`config.mk`:
```
export PLATFORM = sky130hd
export DESIGN_NAME = sos_ssmod
export DESIGN_NICKNAME = d
export VERILOG_FILES = /design/src/rtl/core/sos_pkg.sv /design/src/rtl/core/sos_ssmod.sv
export SDC_FILE = /design/constraint.sdc
export NUM_CORES = 1
export LEC_CHECK = 0
export ABC_AREA = 1
export BUFFER_PORTS_ARGS = -buffer_cell sky130_fd_sc_hd__buf_2
export CORE_ASPECT_RATIO = 1.25
export CORE_MARGIN = 3
export CORE_UTILIZATION = 35
export DETAILED_ROUTE_END_ITERATION = 12
export SLEW_MARGIN = 20
export SYNTH_ARGS = -nofsm -noshare
export SYNTH_HDL_FRONTEND = slang
export SYNTH_SLANG_ARGS = --single-unit
```
`constraint.sdc`:
```
create_clock -name i_clk -period 2.6 [get_ports i_clk]
set_clock_uncertainty 0.05 [all_clocks]
set_input_delay 0.13 -clock i_clk [delete_from_list [all_inputs] [get_ports i_clk]]
set_output_delay 0.13 -clock i_clk [all_outputs]
set_load 0.005 [all_outputs]
```
`src/rtl/core/sos_pkg.sv`:
```
`timescale 1ns / 1ps
`default_nettype none

package sos_pkg;

    localparam int SS_BITS  = 16;
    localparam int CFG_W    = 17;
    localparam int CFG_IDXW = 2;

    localparam logic [15:0] GAIN_MAX   = 16'd32768;
    localparam logic [15:0] GAIN_RESET = 16'd16384;

    typedef enum logic [1:0] {
        KIND_FRAME = 2'd0,
        KIND_START = 2'd1,
        KIND_STOP  = 2'd2
    } t_kind;

    typedef enum logic [1:0] {
        RM_OVERDUB    = 2'd0,
        RM_NEW_SPLICE = 2'd1,
        RM_INPUT_ONLY = 2'd2
    } t_rec_mode;

    typedef enum logic [CFG_IDXW-1:0] {
        CFG_RECORD_MODE = 2'd0,
        CFG_MIX_GAIN    = 2'd1,
        CFG_LOOP_BEGIN  = 2'd2,
        CFG_SPLICE_END  = 2'd3
    } t_cfg_reg;

    typedef struct packed {
        logic [1:0]         mode;
        logic signed [15:0] left_sample;
        logic signed [15:0] right_sample;
    } t_sos_in;

    typedef struct packed {
        logic               wrote;
        logic [15:0]        write_address;
        logic signed [15:0] stored_left;
        logic signed [15:0] stored_right;
        logic [16:0]        reel_length;
        logic               rec_active;
        logic               first_splice_present;
        logic [16:0]        new_splice_begin;
    } t_sos_out;

    typedef struct packed {
        logic              busy;
        logic [SS_BITS-1:0] value;
    } t_ssm_status;

    typedef struct packed {
        logic [1:0] count;
    } t_oq_status;

endpackage

`default_nettype wire

```
`src/rtl/core/sos_ssmod.sv`:
```
`timescale 1ns / 1ps
`default_nettype none

module sos_ssmod import sos_pkg::*; #(
    parameter int CAPACITY = 65536
) (
    input  wire logic               i_clk,
    input  wire logic               i_rst_n,
    input  wire logic               i_start,
    input  wire logic [SS_BITS-1:0] i_value,
    output t_ssm_status             o_status
);

    localparam int                 LW      = $clog2(CAPACITY);
    localparam int                 SH      = SS_BITS + LW;
    localparam longint unsigned    RECIP_L = ((64'd1 << SH) + 64'(CAPACITY) - 64'd1)
                                             / 64'(CAPACITY);
    localparam logic [17:0]        RECIP   = 18'(RECIP_L);
    localparam logic [SS_BITS-1:0] CAP_LO  = SS_BITS'(CAPACITY);
    localparam logic [24:0]        CAP_K   = 25'(CAPACITY);

    logic               r_busy, n_busy;
    logic [SS_BITS-1:0] r_x, n_x;
    logic [SS_BITS-1:0] r_q, n_q;
    logic [SS_BITS-1:0] r_rem, n_rem;
    logic [33:0]        prod;
    logic [SS_BITS-1:0] quot;

    // reciprocal multiply for the quotient, then subtract quotient times capacity
    always_comb begin
        prod   = 34'(i_value) * 34'(RECIP);
        quot   = SS_BITS'(prod >> SH);
        n_busy = i_start;
        n_x    = r_x;
        n_q    = r_q;
        n_rem  = r_rem;
        if (i_start) begin
            n_x = i_value;
            n_q = quot;
        end else if (r_busy) begin
            n_rem = r_x - SS_BITS'(r_q * CAP_LO);
        end
    end

    always_ff @(posedge i_clk) begin
        if (!i_rst_n) begin
            r_busy <= 1'b0;
            r_x    <= '0;
            r_q    <= '0;
            r_rem  <= '0;
        end else begin
            r_busy <= n_busy;
            r_x    <= n_x;
            r_q    <= n_q;
            r_rem  <= n_rem;
        end
    end

    assign o_status.busy  = r_busy;
    assign o_status.value = r_rem;

`ifndef SYNTH
    a_reduced: assert property (@(posedge i_clk) disable iff (!i_rst_n)
        !r_busy |-> (25'(r_rem) < CAP_K))
        else $error("splice start not reduced below capacity");
`endif

endmodule

`default_nettype wire

```
==> impl_metrics.csv <==
group,metric,value,unit
place,gp_congestion,0.787,
pwr,clock_power_share,36.6,%
pwr,p_comb_share,9.6,%
setup_path,critPathKind,"flip-flop to output port",
timing,slew_headroom,65.8,%
setup_path,critical-path-max-stage-delay,640,ps
place,portBuffers,35,
timing,fin_crit,1320,ps
clock_tree,cts_hold_buf,0,
synthesis,yosys_warnings,0,
setup_path,cp_slowest_cell,"dfxtp_1",
synthesis,synth_async_sr_flop_share,0,%
synthesis,ys_seq_area_share,54.8,%
synthesis,synthCells,163,
global_route,grt_max_degree,34,
synthesis,synth_seq_cells,33,
setup_path,arrival,1140,ps
timing,maxSlewViolCount,0,
setup_path,critPathLaunch,"r_busy",
setup_path,cp.required,2420,ps
timing,hold_viol,0,
final_layout,drive_gt1_share,22.4,%
floorplanning,die_h,71.6,um
pwr,p_per_area,705,nW/um2
setup_path,cp_top_family,"flip-flops",
final_layout,diodes,0,
routing,wirelength,2440,um
floorplanning,rows,23,
setup_path,crit_path_start_kind,"flip-flop",
clock_tree,clkLatencyLatePin,280,ps
timing,fin_crit_sh,50.6,%
setup_path,end_kind,"output port",
routing,vias,1037,
clock_tree,numCtsBuffers,5,
global_route,grt_pass1_wl,4100,um
setup_path,r2r-start,"r_busy",
synthesis,synth-edff-count,0,
floorplanning,io_pins,36,
place,dp.cells,226,
floorplanning,core-area,3250,um2
synthesis,syn-mean-instance-area,7.40,um2
global_route,grt_antenna_before_repair,0,
place,place_ws,1340,ps
timing,clock.fmax,760,MHz
pwr,ir_drop,0.000412,V
pwr,power.leakage,0.000721,uW
min_path,min-delay-start,"i_value[12]",
routing,dr.pass1.iters,4,
timing,finalSetupViolations,0,
global_route,grtUsageTotal,13.1,%
clock_tree,cts_max_path_buffers,2,
job,maxCapViolCount,0,
synthesis,yosysTopAreaCellShare,54.8,%
pwr,intPower,787,uW
synthesis,synth_flop_cell,"dfxtp_1",
synthesis,syn_area,1210,um2
clock_tree,htree_num_levels,2,
clock_tree,cts_setup_buffers,0,
clock_tree,path_clk_slew,60,ps
clock_tree,numClockSinks,33,
final_layout,fin_cells,233,
global_route,grt_pass1_vias,966,
final_layout,area_growth,20.2,%
floorplanning,start_util,37.1,%
routing,vias_per_cell,4.45,
pwr,sequentialPowerShare,53.8,%
place,hpwl,1810,um
synthesis,synthTopCellsByArea,"dfxtp_1, nor2_1, nand2_1, o21ai_0, buf_4",
global_route,gr-total-overflow,0,
min_path,hold_path_class,"input pin to flip-flop",
synthesis,synth.most_common_cell,"nor2_1",
setup_path,crit_chain,"buf_2",
pwr,p_sw,236,uW
timing,setup_slack,1280,ps
floorplanning,die_w,58.5,um
pwr,swShare,23.1,%
timing,rsz0062_at_grt,"no",
routing,wl_per_cell,10.5,um
clock_tree,tritoncts,"done",
setup_path,worst-path-max-fanout,16,
synthesis,ys_types,11,
floorplanning,dieArea,4190,um2
setup_path,path_buf_inv,1,
clock_tree,post_cts_resized,0,
run_status,status,"completed",
timing,tns,0,ps
clock_tree,cts_root_buffer,"clkbuf_8",
synthesis,yosys.area.top_type,"dfxtp_1",
final_layout,final_nets,215,
routing,route.detailed.drc,0,
synthesis,ys_top_cells_by_count,"nor2_1, nand2_1, dfxtp_1",
synthesis,synth_fp_nets,182,
timing,tightest_slew,512,ps
routing,ant_nets,0,
routing,drt_iter0_markers,21,
==> flip-flops by register name, summed over array words and instances (netlist names) <==
| signal | cells |
|---|---|
| r_x | 16 |
| r_busy | 1 |
| r_rem | 16 |
==> layout make-up <==
type                       instances  area, um2
tap                               37       46.3
inverter                           6       22.5
sequential                        33        661
multi-input combinational        115        459
clock buffer                       7       86.3
timing repair buffer              35        175
fill                             348       1800
==> path summary, 6_finish.rpt <==
check / to / slack, ps / cells past startpoint
worst max-delay path: o_status[16] / 1280 / 1
worst min register to register: r_x[0] / 420 / 2
worst min-delay path: r_x[12] / 30 / 3
worst max register to register: r_rem[12] / 1330 / 4
==> cell usage in the layout, fill, tap and decap left out <==
cell type / count
inv_1: 4
clkbuf_8: 6
clkbuf_1: 1
buf_2: 35
dfxtp_1: 33
nand2_1: 34
nor2_4: 1
o21ai_0: 16
inv_2: 2
nor2_1: 64
==> routing by layer <==
metal | share of wire [%] | vias to the layer above | global-route usage, % | wire, um
li1 | - | 559 | - | -
met5 | 0 | - | 0 | 0
met1 | 42 | 448 | 13.5 | 1020
met3 | 6.4 | 6 | 5.77 | 156
met4 | 2.0 | 0 | 6.19 | 48
met2 | 50 | 24 | 22.2 | 1210
==> cell families after synthesis <==
| group | share of synthesized area, % |
|---|---|
| compound gates | 6.64 |
| buf+inv | 7.16 |
| flops | 54.8 |
| simple gates | 31.4 |
==> through the flow <==
| stage | hold slack [ps] | power, uW | area (um2) | util, % |
|---|---|---|---|---|
| 2_1_floorplan | 215 | 627 | 1210 | - |
| 3_3_place_gp | 305 | 657 | 1360 | 41.9 |
| 3_5_place_dp | 318 | 661 | 1360 | 41.9 |
| 4_1_cts | 23.8 | 1040 | 1450 | 44.6 |
| 5_1_grt | 30.2 | 1080 | 1450 | 44.6 |
| 6_report | 28.4 | 1020 | 1450 | 44.6 |
==> power groups by stage <==
stage          combinational [uW]  sequential [uW]  clock (uW)
3_3_place_gp                 96.7              560           0
5_1_grt                       115              554         411
2_1_floorplan                67.9              559           0
4_1_cts                       100              550         386
3_5_place_dp                 99.7              561           0
6_report                     98.3              550         375
No activity file was read; power rests on OpenSTA's default activity.
