**src/rtl/core/sos_pkg.sv**
```systemverilog
`timescale 1ns / 1ps
`default_nettype none

package sos_pkg;

    localparam int SS_BITS  = 16;
    localparam int CFG_W    = 17;
    localparam int CFG_IDXW = 2;

    localparam logic [15:0] GAIN_MAX   = 16'd32768;
    localparam logic [15:0] GAIN_RESET = 16'd16384;

    typedef enum logic [1:0] {
        KIND_FRAME = 2'd0,
        KIND_START = 2'd1,
        KIND_STOP  = 2'd2
    } t_kind;

    typedef enum logic [1:0] {
        RM_OVERDUB    = 2'd0,
        RM_NEW_SPLICE = 2'd1,
        RM_INPUT_ONLY = 2'd2
    } t_rec_mode;

    typedef enum logic [CFG_IDXW-1:0] {
        CFG_RECORD_MODE = 2'd0,
        CFG_MIX_GAIN    = 2'd1,
        CFG_LOOP_BEGIN  = 2'd2,
        CFG_SPLICE_END  = 2'd3
    } t_cfg_reg;

    typedef struct packed {
        logic [1:0]         mode;
        logic signed [15:0] left_sample;
        logic signed [15:0] right_sample;
    } t_sos_in;

    typedef struct packed {
        logic               wrote;
        logic [15:0]        write_address;
        logic signed [15:0] stored_left;
        logic signed [15:0] stored_right;
        logic [16:0]        reel_length;
        logic               rec_active;
        logic               first_splice_present;
        logic [16:0]        new_splice_begin;
    } t_sos_out;

    typedef struct packed {
        logic              busy;
        logic [SS_BITS-1:0] value;
    } t_ssm_status;

    typedef struct packed {
        logic [1:0] count;
    } t_oq_status;

endpackage

`default_nettype wire

```
**src/rtl/core/sos_outq.sv**
```systemverilog
`timescale 1ns / 1ps
`default_nettype none

module sos_outq import sos_pkg::*; (
    input  wire logic     i_clk,
    input  wire logic     i_rst_n,
    input  wire logic     i_push,
    input  wire t_sos_out i_data,
    output logic          o_valid,
    input  wire logic     i_ready,
    output t_sos_out      o_data,
    output t_oq_status    o_status
);

    t_sos_out   r_slot [2];
    logic       r_wp, n_wp;
    logic       r_rp, n_rp;
    logic [1:0] r_cnt, n_cnt;
    logic       pop;

    assign o_valid = r_cnt != 2'd0;
    assign pop     = o_valid && i_ready;
    assign o_data  = r_slot[r_rp];
    assign o_status.count = r_cnt;

    always_comb begin
        n_wp  = i_push ? !r_wp : r_wp;
        n_rp  = pop ? !r_rp : r_rp;
        n_cnt = r_cnt + 2'(i_push) - 2'(pop);
    end

    always_ff @(posedge i_clk) begin
        if (i_push) begin
            r_slot[r_wp] <= i_data;
        end
    end

    always_ff @(posedge i_clk) begin
        if (!i_rst_n) begin
            r_wp  <= 1'b0;
            r_rp  <= 1'b0;
            r_cnt <= 2'd0;
        end else begin
            r_wp  <= n_wp;
            r_rp  <= n_rp;
            r_cnt <= n_cnt;
        end
    end

`ifndef SYNTH
    a_no_overflow: assert property (@(posedge i_clk) disable iff (!i_rst_n)
        i_push |-> (r_cnt < 2'd2))
        else $error("result queue overflow");
`endif

endmodule

`default_nettype wire

```
**config.mk**
```make
export PLATFORM = sky130hd
export DESIGN_NAME = sos_outq
export DESIGN_NICKNAME = d
export VERILOG_FILES = /design/src/rtl/core/sos_pkg.sv /design/src/rtl/core/sos_outq.sv
export SDC_FILE = /design/constraint.sdc
export NUM_CORES = 1
export LEC_CHECK = 0
export BUFFER_PORTS_ARGS = -buffer_cell sky130_fd_sc_hd__buf_2
export CAP_MARGIN = 40
export CORE_ASPECT_RATIO = 1.75
export CORE_MARGIN = 2
export CORE_UTILIZATION = 55
export DETAILED_ROUTE_END_ITERATION = 8
export PLACE_DENSITY = 0.83
export SETUP_SLACK_MARGIN = 0.15
export SLEW_MARGIN = 0
export SYNTH_ARGS = -nofsm -noshare
export SYNTH_HDL_FRONTEND = slang
export SYNTH_SLANG_ARGS = --single-unit
```
**constraint.sdc**
```tcl
create_clock -name i_clk -period 9.9 [get_ports i_clk]
set_input_delay 0.99 -clock i_clk [delete_from_list [all_inputs] [get_ports i_clk]]
set_output_delay 0.99 -clock i_clk [all_outputs]
set_load 0.005 [all_outputs]
```
==> metrics.md, run 1 <==
| Metric | Value |
|---|---|
| Outcome | `finished, final reports clean` |
| Setup Crit Path Kind | `reg2out` |
| Crit path to | `o_data[67]` |
| Avg Cell Area, Syn | `22.30 um2` |
| Final setup vio count | `0` |
| Register area share after synthesis | `0.8160` |
| FF-to-FF path depth | `3` |
| Syn nets | `377` |
| Routed length on met1 | `3.866 mm` |
| DP Area | `7438 um2` |
| DR iter-0 viols | `153` |
| Fmax | `0.3334 GHz` |
| Max_slew headroom | `0.4995` |
| CP Max Fanout | `44` |
| Post-DP HPWL | `7.925 mm` |
| Drt first pass iters | `4` |
| Max-slew violation count | `0` |
| GR Util All Layers | `0.1901` |
| Antenna violations before repair | `2` |
| Inserted Clock Buffers | `17` |
| Cells after Synth | `286` |
| Worst Setup Slack, final | `6.901 ns` |
| Final TNS setup | `0 ns` |
| Final cycle utilization of the critical path | `0.3030` |
| Pwr dens | `228.4 nW/um2` |
| Uppermost layer routed | `met4` |
| Leak | `3.051 nW` |
| Arrival @ worst endpoint | `2.01 ns` |
| Hold-fix buffers at CTS | `0` |
| Max-cap violations | `0` |
| Routed length per instance | `18.46 um` |
| Area of the core | `11450 um2` |
| Drt via density | `5.241` |
| Die area | `12510 um2` |
| Final net count | `567` |
| Worst path depth | `3` |
| First-pass GRT wire length | `17.65 mm` |
| Total power | `1.835 mW` |
| Die X-Extent | `85.41 um` |
| Most common cell after layout, fill and taps aside | `buf_2` |
| Post-CTS setup buffer count | `0` |
| Max incr delay on CP | `0.71 ns` |
| CTS tree | `yes` |
| # rows | `52` |
| Placer Congestion | `0.7476` |
| Unrepaired setup endpoints after global routing | `no` |
| Number of global-route vias before repair | `3643` |
| Post_cts resized | `0` |
| Reg2reg start | `r_wp` |
| Critical path cell sequence | `buf_12 -> mux2_1 -> buf_2` |
| Met3 wire length | `625 um` |
| IO Count | `177` |
| Crit path max-delay family | `flip-flops` |
| FFs w/ async S/R, synth | `0` |
| CTS sink cnt | `175` |
| Worst endpoint required time | `8.91 ns` |
| Peak VDD IR | `0.1890 mV` |
| Most frequent cells in the layout | `176 x buf_2, 170 x edfxtp_1, 50 x mux2_1` |
| Post-synthesis cell area | `6379 um2` |
| Via count | `3281` |
| Yosys warns | `0` |
| Initial Util | `0.5570` |
| Layout area overhead | `26.01%` |
| R2R Path End | `r_slot[0][13]` |
| R2r setup slk | `7.80 ns` |
| Final hold vios | `0` |
| Largest net degree at the start of global routing | `45` |
| Worst-case clock buffer depth | `2` |
| Period minus WS final | `2.999 ns` |
| Flops & latches, synth | `175` |
| Cell area after layout | `8038 um2` |
| Crit-path slowest cell | `dfxtp_4` |
| Worst Max-Slew Pin Slew | `0.7491 ns` |
| Post-synth EDFFs | `170` |
| Die Y | `146.5 um` |
| Clk root buf | `clkbuf_16` |
| DR DRC count | `0` |
| Clk slew on worst S/H paths | `0.06 ns` |
| Netlist cell types | `17` |
| Top FF cell, synth | `edfxtp_1` |
| H-tree depth | `4` |
| Worst path bufs/invs | `2` |
| Final ANT Viol Nets | `0` |
| CP Capture Type | `primary output` |
| Routed length on met2 | `6.618 mm` |
| Setup WS pre-CTS | `6.955 ns` |
| Share of layout cells above drive strength 1 | `0.5051` |
| CP startpoint kind | `flop` |
| Hold Path Class | `reg2reg` |
| Number of port buffers | `176` |
| Global route overflow | `0` |
| Worst Skew | `0.008347 ns` |
| Clk_lat worst skew | `0.41 ns` |
| Final wirelength | `11.56 mm` |
-- logic make-up after synthesis --
kind of cell	count (synthesis)	share of synthesized area
compound gates	2	0.002353
xor+xnor	1	0.003531
buf+inv	11	0.01353
fa+ha+maj	2	0.003922
flops	175	0.8160
simple gates	8	0.007455
mux	87	0.1532
-- area by class of cell --
class | instances | area [um2]
repair buffers | 180 | 955.9
flip-flops and latches | 175 | 5209
inverters | 2 | 7.507
clock inverters | 12 | 157.7
multi-input cells | 100 | 1097
fillers | 708 | 3413
well taps | 135 | 168.9
clock buffers | 20 | 436.7
diodes | 2 | 5.005
-- where the power goes --
group          internal (mW)  total (mW)  switching (mW)
combinational          0.157       0.278           0.121
sequential             0.861       0.894          0.0327
clock                  0.399       0.664           0.265
-- worst min-delay path by stage --
stage               start    to  cells past startpoint
floorplan            r_rp  flop                      2
global placement     r_rp  flop                      2
detailed placement   r_rp  flop                      2
CTS                  r_rp  flop                      2
global route         r_rp  r_rp                      2
finish               r_rp  flop                      2
-- sequential cells by signal, indices dropped and copies added (netlist names), named ones only --
signal    flops
r_slot      170
r_wp          1
o_status      2
r_rp          1
-- metrics by stage --
step	cells	utilization	hold WS [ns]
final	626	0.7019	0.4749
after global routing	626	0.7019	0.5183
after CTS	624	0.7015	0.4813
after detailed placement	592	0.6496	0.4657
after global placement	589	0.6437	0.4497
after floorplan	286	-	0.4516
-- metal layers --
metal / vias up / global-route usage
li1: 1523 / -
met1: 1598 / 0.1849
met2: 128 / 0.3453
met3: 32 / 0.05596
met4: 0 / 0.1095
met5: - / 0
-- cell usage after synthesis (2+ instances only) --
library cell / number / area share
ha_1: 2 / 0.0039
mux2_2: 35 / 0.062
nor2b_1: 3 / 0.0029
mux2i_1: 2 / 0.0031
mux2_1: 50 / 0.088
dfxtp_1: 5 / 0.016
buf_6: 5 / 0.0088
inv_1: 2 / 0.0012
edfxtp_1: 170 / 0.80
and2_1: 2 / 0.0020
o21a_1: 2 / 0.0024
buf_2: 3 / 0.0024
-- worst reg2reg max path: cells and delay by family, from the launching register on --
family | cells | cell delay (ns)
simple gates | 1 | 0.61
flops | 1 | 0.34
buf+inv | 2 | 0.75
No activity file was read; power rests on OpenSTA's default activity.
==> inputs of run 2 (changes only) <==
--- a/config.mk
+++ b/config.mk
@@ -9,9 +9,9 @@
 export CAP_MARGIN = 40
 export CORE_ASPECT_RATIO = 1.75
 export CORE_MARGIN = 2
-export CORE_UTILIZATION = 55
+export CORE_UTILIZATION = 52
 export DETAILED_ROUTE_END_ITERATION = 8
-export PLACE_DENSITY = 0.83
+export PLACE_DENSITY = 0.79
 export SETUP_SLACK_MARGIN = 0.15
 export SLEW_MARGIN = 0
 export SYNTH_ARGS = -nofsm -noshare
==> constraint.sdc (replaced) <==
create_clock -name i_clk -period 3.1 [get_ports i_clk]
set_input_delay 0.31 -clock i_clk [delete_from_list [all_inputs] [get_ports i_clk]]
set_output_delay 0.31 -clock i_clk [all_outputs]
set_load 0.005 [all_outputs]
==> metrics.md, run 2 (synthesis results as in run 1) <==
| Metric | Value |
|---|---|
| Worst-case clock buffer depth | `2` |
| Hold Path Class | `in2reg` |
| Initial Util | `0.5314` |
| IO Count | `177` |
| Largest net degree at the start of global routing | `46` |
| Most common cell after layout, fill and taps aside | `buf_2` |
| Max-slew violation count | `0` |
| Global route overflow | `0` |
| Number of global-route vias before repair | `3435` |
| Via count | `3288` |
| Most frequent cells in the layout | `176 x buf_2, 170 x edfxtp_1, 50 x mux2_1` |
| Post-CTS setup buffer count | `0` |
| Cell area after layout | `8069 um2` |
| Final hold vios | `0` |
| DR iter-0 viols | `140` |
| Max-cap violations | `0` |
| Outcome | `finished, final reports clean` |
| Post_cts resized | `0` |
| Pwr dens | `728.6 nW/um2` |
| Clk slew on worst S/H paths | `0.07 ns` |
| Area of the multi-input gates | `1097 um2` |
| Fillers | `834` |
| Area of the core | `12000 um2` |
| Routed length per instance | `17.64 um` |
| Inserted Clock Buffers | `17` |
| Max_slew headroom | `0.5814` |
| Hold-fix buffers at CTS | `0` |
| Post-DP HPWL | `8.064 mm` |
| Drt via density | `4.989` |
| Setup Crit Path Kind | `reg2out` |
| Worst hold slack | `0.08401 ns` |
| Reg area | `5209 um2` |
| Die area | `13200 um2` |
| First-pass GRT wire length | `16.97 mm` |
| Final ANT Viol Nets | `0` |
| Unrepaired setup endpoints after global routing | `no` |
| Layout area overhead | `26.50%` |
| Worst Max-Slew Pin Slew | `0.6278 ns` |
| Worst endpoint required time | `2.79 ns` |
| Placer Congestion | `0.7323` |
| DR DRC count | `0` |
| Number of flip-flops in the largest register | `170` |
| Peak VDD IR | `0.5008 mV` |
| Arrival @ worst endpoint | `2.00 ns` |
| Fmax | `0.4332 GHz` |
| Total power | `5.879 mW` |
| GR Util All Layers | `0.1779` |
| DP Area | `7451 um2` |
| Drt first pass iters | `4` |
| H-tree depth | `4` |
| Clk_lat worst skew | `0.41 ns` |
| Die Y | `150.5 um` |
| Number of port buffers | `176` |
| Top reg by flops | `r_slot` |
| Final cycle utilization of the critical path | `0.7447` |
| Worst Skew | `0.005992 ns` |
| Clk root buf | `clkbuf_16` |
| CP Capture Type | `primary output` |
| Final setup vio count | `0` |
| Final TNS setup | `0 ns` |
| Antenna violations before repair | `6` |
| Final net count | `568` |
| Fin util | `0.6723` |
| Share of layout cells above drive strength 1 | `0.5102` |
| Period minus WS final | `2.309 ns` |
| # rows | `53` |
| CP startpoint kind | `flop` |
| CTS tree | `yes` |
| CTS sink cnt | `175` |
| Leak | `3.058 nW` |
| Final wirelength | `11.62 mm` |
| CP Max Fanout | `43` |
| Die X-Extent | `87.72 um` |
-- run 2: cell types whose count changed in the layout (fill, tap and decap cells not counted), sizes merged --
cell | before | now
clkinvlp | 2 | 1
diode | 2 | 4
buf | 180 | 181
clkbuf | 20 | 18
clkinv | 4 | 5
inv | 5 | 7
-- run 2: metrics by stage --
step,setup WS [ns],instances
detailed placement,1.168,623
global route,0.6804,657
floorplan,0.2868,286
finish,0.7914,659
CTS,0.7284,655
global placement,1.203,623
-- run 2: final timing paths --
| path | start | cells past startpoint | slack, ns | end |
|---|---|---|---|---|
| worst max-delay path | flop | 3 | 0.79 | o_data[47] |
| worst min-delay path | i_data[52] | 1 | 0.08 | r_slot[1][52] |
| worst max register to register | r_wp | 2 | 1.35 | r_slot[1][19] |
| worst min register to register | r_rp | 2 | 0.49 | flop |
-- run 2: layout make-up --
cell class / count / share of cell area
well taps: 165 / 0.02559
inverters: 2 / 0.0009304
multi-input cells: 100 / 0.1360
clock inverters: 14 / 0.02217
clock buffers: 18 / 0.05319
flip-flops and latches: 175 / 0.6455
diodes: 4 / 0.001241
repair buffers: 181 / 0.1154
-- run 2: routing by layer --
layer / track usage / wire length, um / up-vias
met4: 0.08154 / 312 / 6
met2: 0.3277 / 6842 / 128
met3: 0.06689 / 809 / 29
met5: 0 / 41 / -
met1: 0.1683 / 3615 / 1603
li1: - / - / 1522
-- run 2: worst max-delay path, cell delays in order (launching register included) --
cell and delay [ns]:
dfxtp_4 0.72, buf_12 0.32, mux2_1 0.39, buf_2 0.14
-- run 2: where the power goes --
group | total (mW) | switching [mW] | internal [mW]
clock | 2.15 | 0.869 | 1.28
combinational | 0.868 | 0.373 | 0.495
sequential | 2.86 | 0.108 | 2.75
==> inputs of run 3 (changes only) <==
--- a/config.mk
+++ b/config.mk
@@ -9,9 +9,9 @@
 export CAP_MARGIN = 40
 export CORE_ASPECT_RATIO = 1.75
 export CORE_MARGIN = 2
-export CORE_UTILIZATION = 52
+export CORE_UTILIZATION = 47
 export DETAILED_ROUTE_END_ITERATION = 8
-export PLACE_DENSITY = 0.79
+export PLACE_DENSITY = 0.76
 export SETUP_SLACK_MARGIN = 0.15
 export SLEW_MARGIN = 0
 export SYNTH_ARGS = -nofsm -noshare
==> constraint.sdc (replaced) <==
create_clock -name i_clk -period 2 [get_ports i_clk]
set_input_delay 0.2 -clock i_clk [delete_from_list [all_inputs] [get_ports i_clk]]
set_output_delay 0.2 -clock i_clk [all_outputs]
set_load 0.005 [all_outputs]
==> metrics.md, run 3 (synthesis results as in run 1) <==
| Metric | Value |
|---|---|
| Outcome | `finished, final reports clean` |
| Critical path cell sequence | `buf_12 -> mux2_2 -> buf_2` |
| Drt via density | `4.800` |
| Most common cell after layout, fill and taps aside | `buf_2` |
| Fmax | `0.5631 GHz` |
| Top reg by flops | `r_slot` |
| Fillers | `893` |
| Post_cts resized | `0` |
| Initial Util | `0.4791` |
| Die X-Extent | `92.07 um` |
| Final ANT Viol Nets | `0` |
| Peak VDD IR | `0.6199 mV` |
| Final net count | `654` |
| CTS sink cnt | `175` |
| Period minus WS final | `1.776 ns` |
| Final hold vios | `0` |
| Total power | `9.227 mW` |
| Worst Skew | `0.005587 ns` |
| Hold Path Class | `in2reg` |
| Clk slew on worst S/H paths | `0.06 ns` |
| Final setup vio count | `0` |
| CTS tree | `yes` |
| Die Y | `158.1 um` |
| Hold path startpoint | `i_rst_n` |
| Arrival @ worst endpoint | `1.58 ns` |
| DR DRC count | `0` |
| Area of the core | `13310 um2` |
| Number of global-route vias before repair | `3949` |
| Worst Max-Slew Pin Slew | `0.3889 ns` |
| Number of flip-flops in the largest register | `170` |
| Max_slew headroom | `0.7407` |
| Global route overflow | `0` |
| Setup Crit Path Kind | `reg2out` |
| Max-cap violations | `0` |
| Worst path bufs/invs | `2` |
| Area of the multi-input gates | `1097 um2` |
| Largest net degree at the start of global routing | `66` |
| Die area | `14560 um2` |
| # rows | `56` |
| Layout area overhead | `40.45%` |
| Max incr delay on CP | `0.38 ns` |
| Post-route insts no fill | `751` |
| Crit path max-delay family | `multiplexers` |
| CP startpoint kind | `flop` |
| Placer Congestion | `0.7389` |
| First-pass GRT wire length | `19.80 mm` |
| Worst endpoint required time | `1.80 ns` |
| Post-DP HPWL | `8.059 mm` |
| Clk_lat worst skew | `0.41 ns` |
| CP Max Fanout | `46` |
| Max-slew violation count | `0` |
| Inserted Clock Buffers | `17` |
| Final cycle utilization of the critical path | `0.8879` |
| Number of port buffers | `176` |
| Worst-case clock buffer depth | `2` |
| GR Util All Layers | `0.1835` |
| Pwr dens | `1030 nW/um2` |
| Via count | `3605` |
| Final TNS setup | `0 ns` |
| Post-Place Cells | `633` |
| Drt first pass iters | `4` |
| Reg2reg start | `o_status[1]` |
| Share of layout cells above drive strength 1 | `0.4375` |
| Most frequent cells in the layout | `176 x buf_2, 170 x edfxtp_1, 85 x dlygate4sd3_1` |
| Post-CTS setup buffer count | `0` |
| Reg area | `5210 um2` |
| H-tree depth | `4` |
| Unrepaired setup endpoints after global routing | `no` |
| Worst Setup Slack, final | `0.2241 ns` |
| Leak | `3.413 nW` |
| CP Capture Type | `primary output` |
| DR iter-0 viols | `154` |
| Routed length per instance | `17.53 um` |
| Final wirelength | `13.17 mm` |
| Setup WS pre-CTS | `0.5636 ns` |
| IO Count | `177` |
| Antenna violations before repair | `1` |
| Clk root buf | `clkbuf_16` |
| Crit-path slowest cell | `mux2_2` |
run 3: worst register-to-register path, delay by kind of cell (launching register included):
family          cells  cell delay (ns)
xor+xnor            1             0.21
simple gates        1             0.11
buf+inv             1             0.06
fa+ha+maj           2             0.43
flops               1             0.34
compound gates      1             0.23
run 3: layout make-up:
type	count	share of cell area
Antenna cell	1	0.0002793
Clock buffer	19	0.04832
Clock inverter	13	0.01690
Inverter	2	0.0008380
Multi-Input combinational cell	100	0.1225
Sequential cell	175	0.5816
Tap cell	174	0.02430
Timing Repair Buffer	267	0.2053
run 3: timing repair:
item,4_1_cts,5_1_grt
setup endpoints to repair,0,0
hold buffers,85,0
hold endpoints to repair,170,0
run 3: stage by stage:
stage	hold slack, ns	area, um2	util
after detailed placement	0.3915	7521	0.5649
final	0.05728	8959	0.6729
after floorplan	0.2989	6389	-
after global routing	0.03857	8959	0.6729
after CTS	0.03618	8956	0.6727
after global placement	0.3871	7521	0.5649
run 3: layer usage:
layer	wire (um)	track usage	vias up
met4	431	0.1023	0
met1	4593	0.1827	1759
met3	564	0.04474	33
met2	7579	0.3442	126
li1	-	-	1687
met5	0	0	-
run 3: final timing paths:
check / slack [ns] / depth (start not counted) / end
hold / removal: 0.06 / 2 / r_wp
hold reg to reg: 0.53 / 2 / flop
setup / recovery: 0.22 / 3 / o_data[24]
setup reg to reg: 0.56 / 6 / o_status[1]
run 3: power breakdown:
group	switching [mW]	leakage, nW	internal, mW	total, mW
registers	0.0739	1.64	4.26	4.33
logic	0.747	1.50	0.913	1.66
clock network	1.37	0.277	1.87	3.23
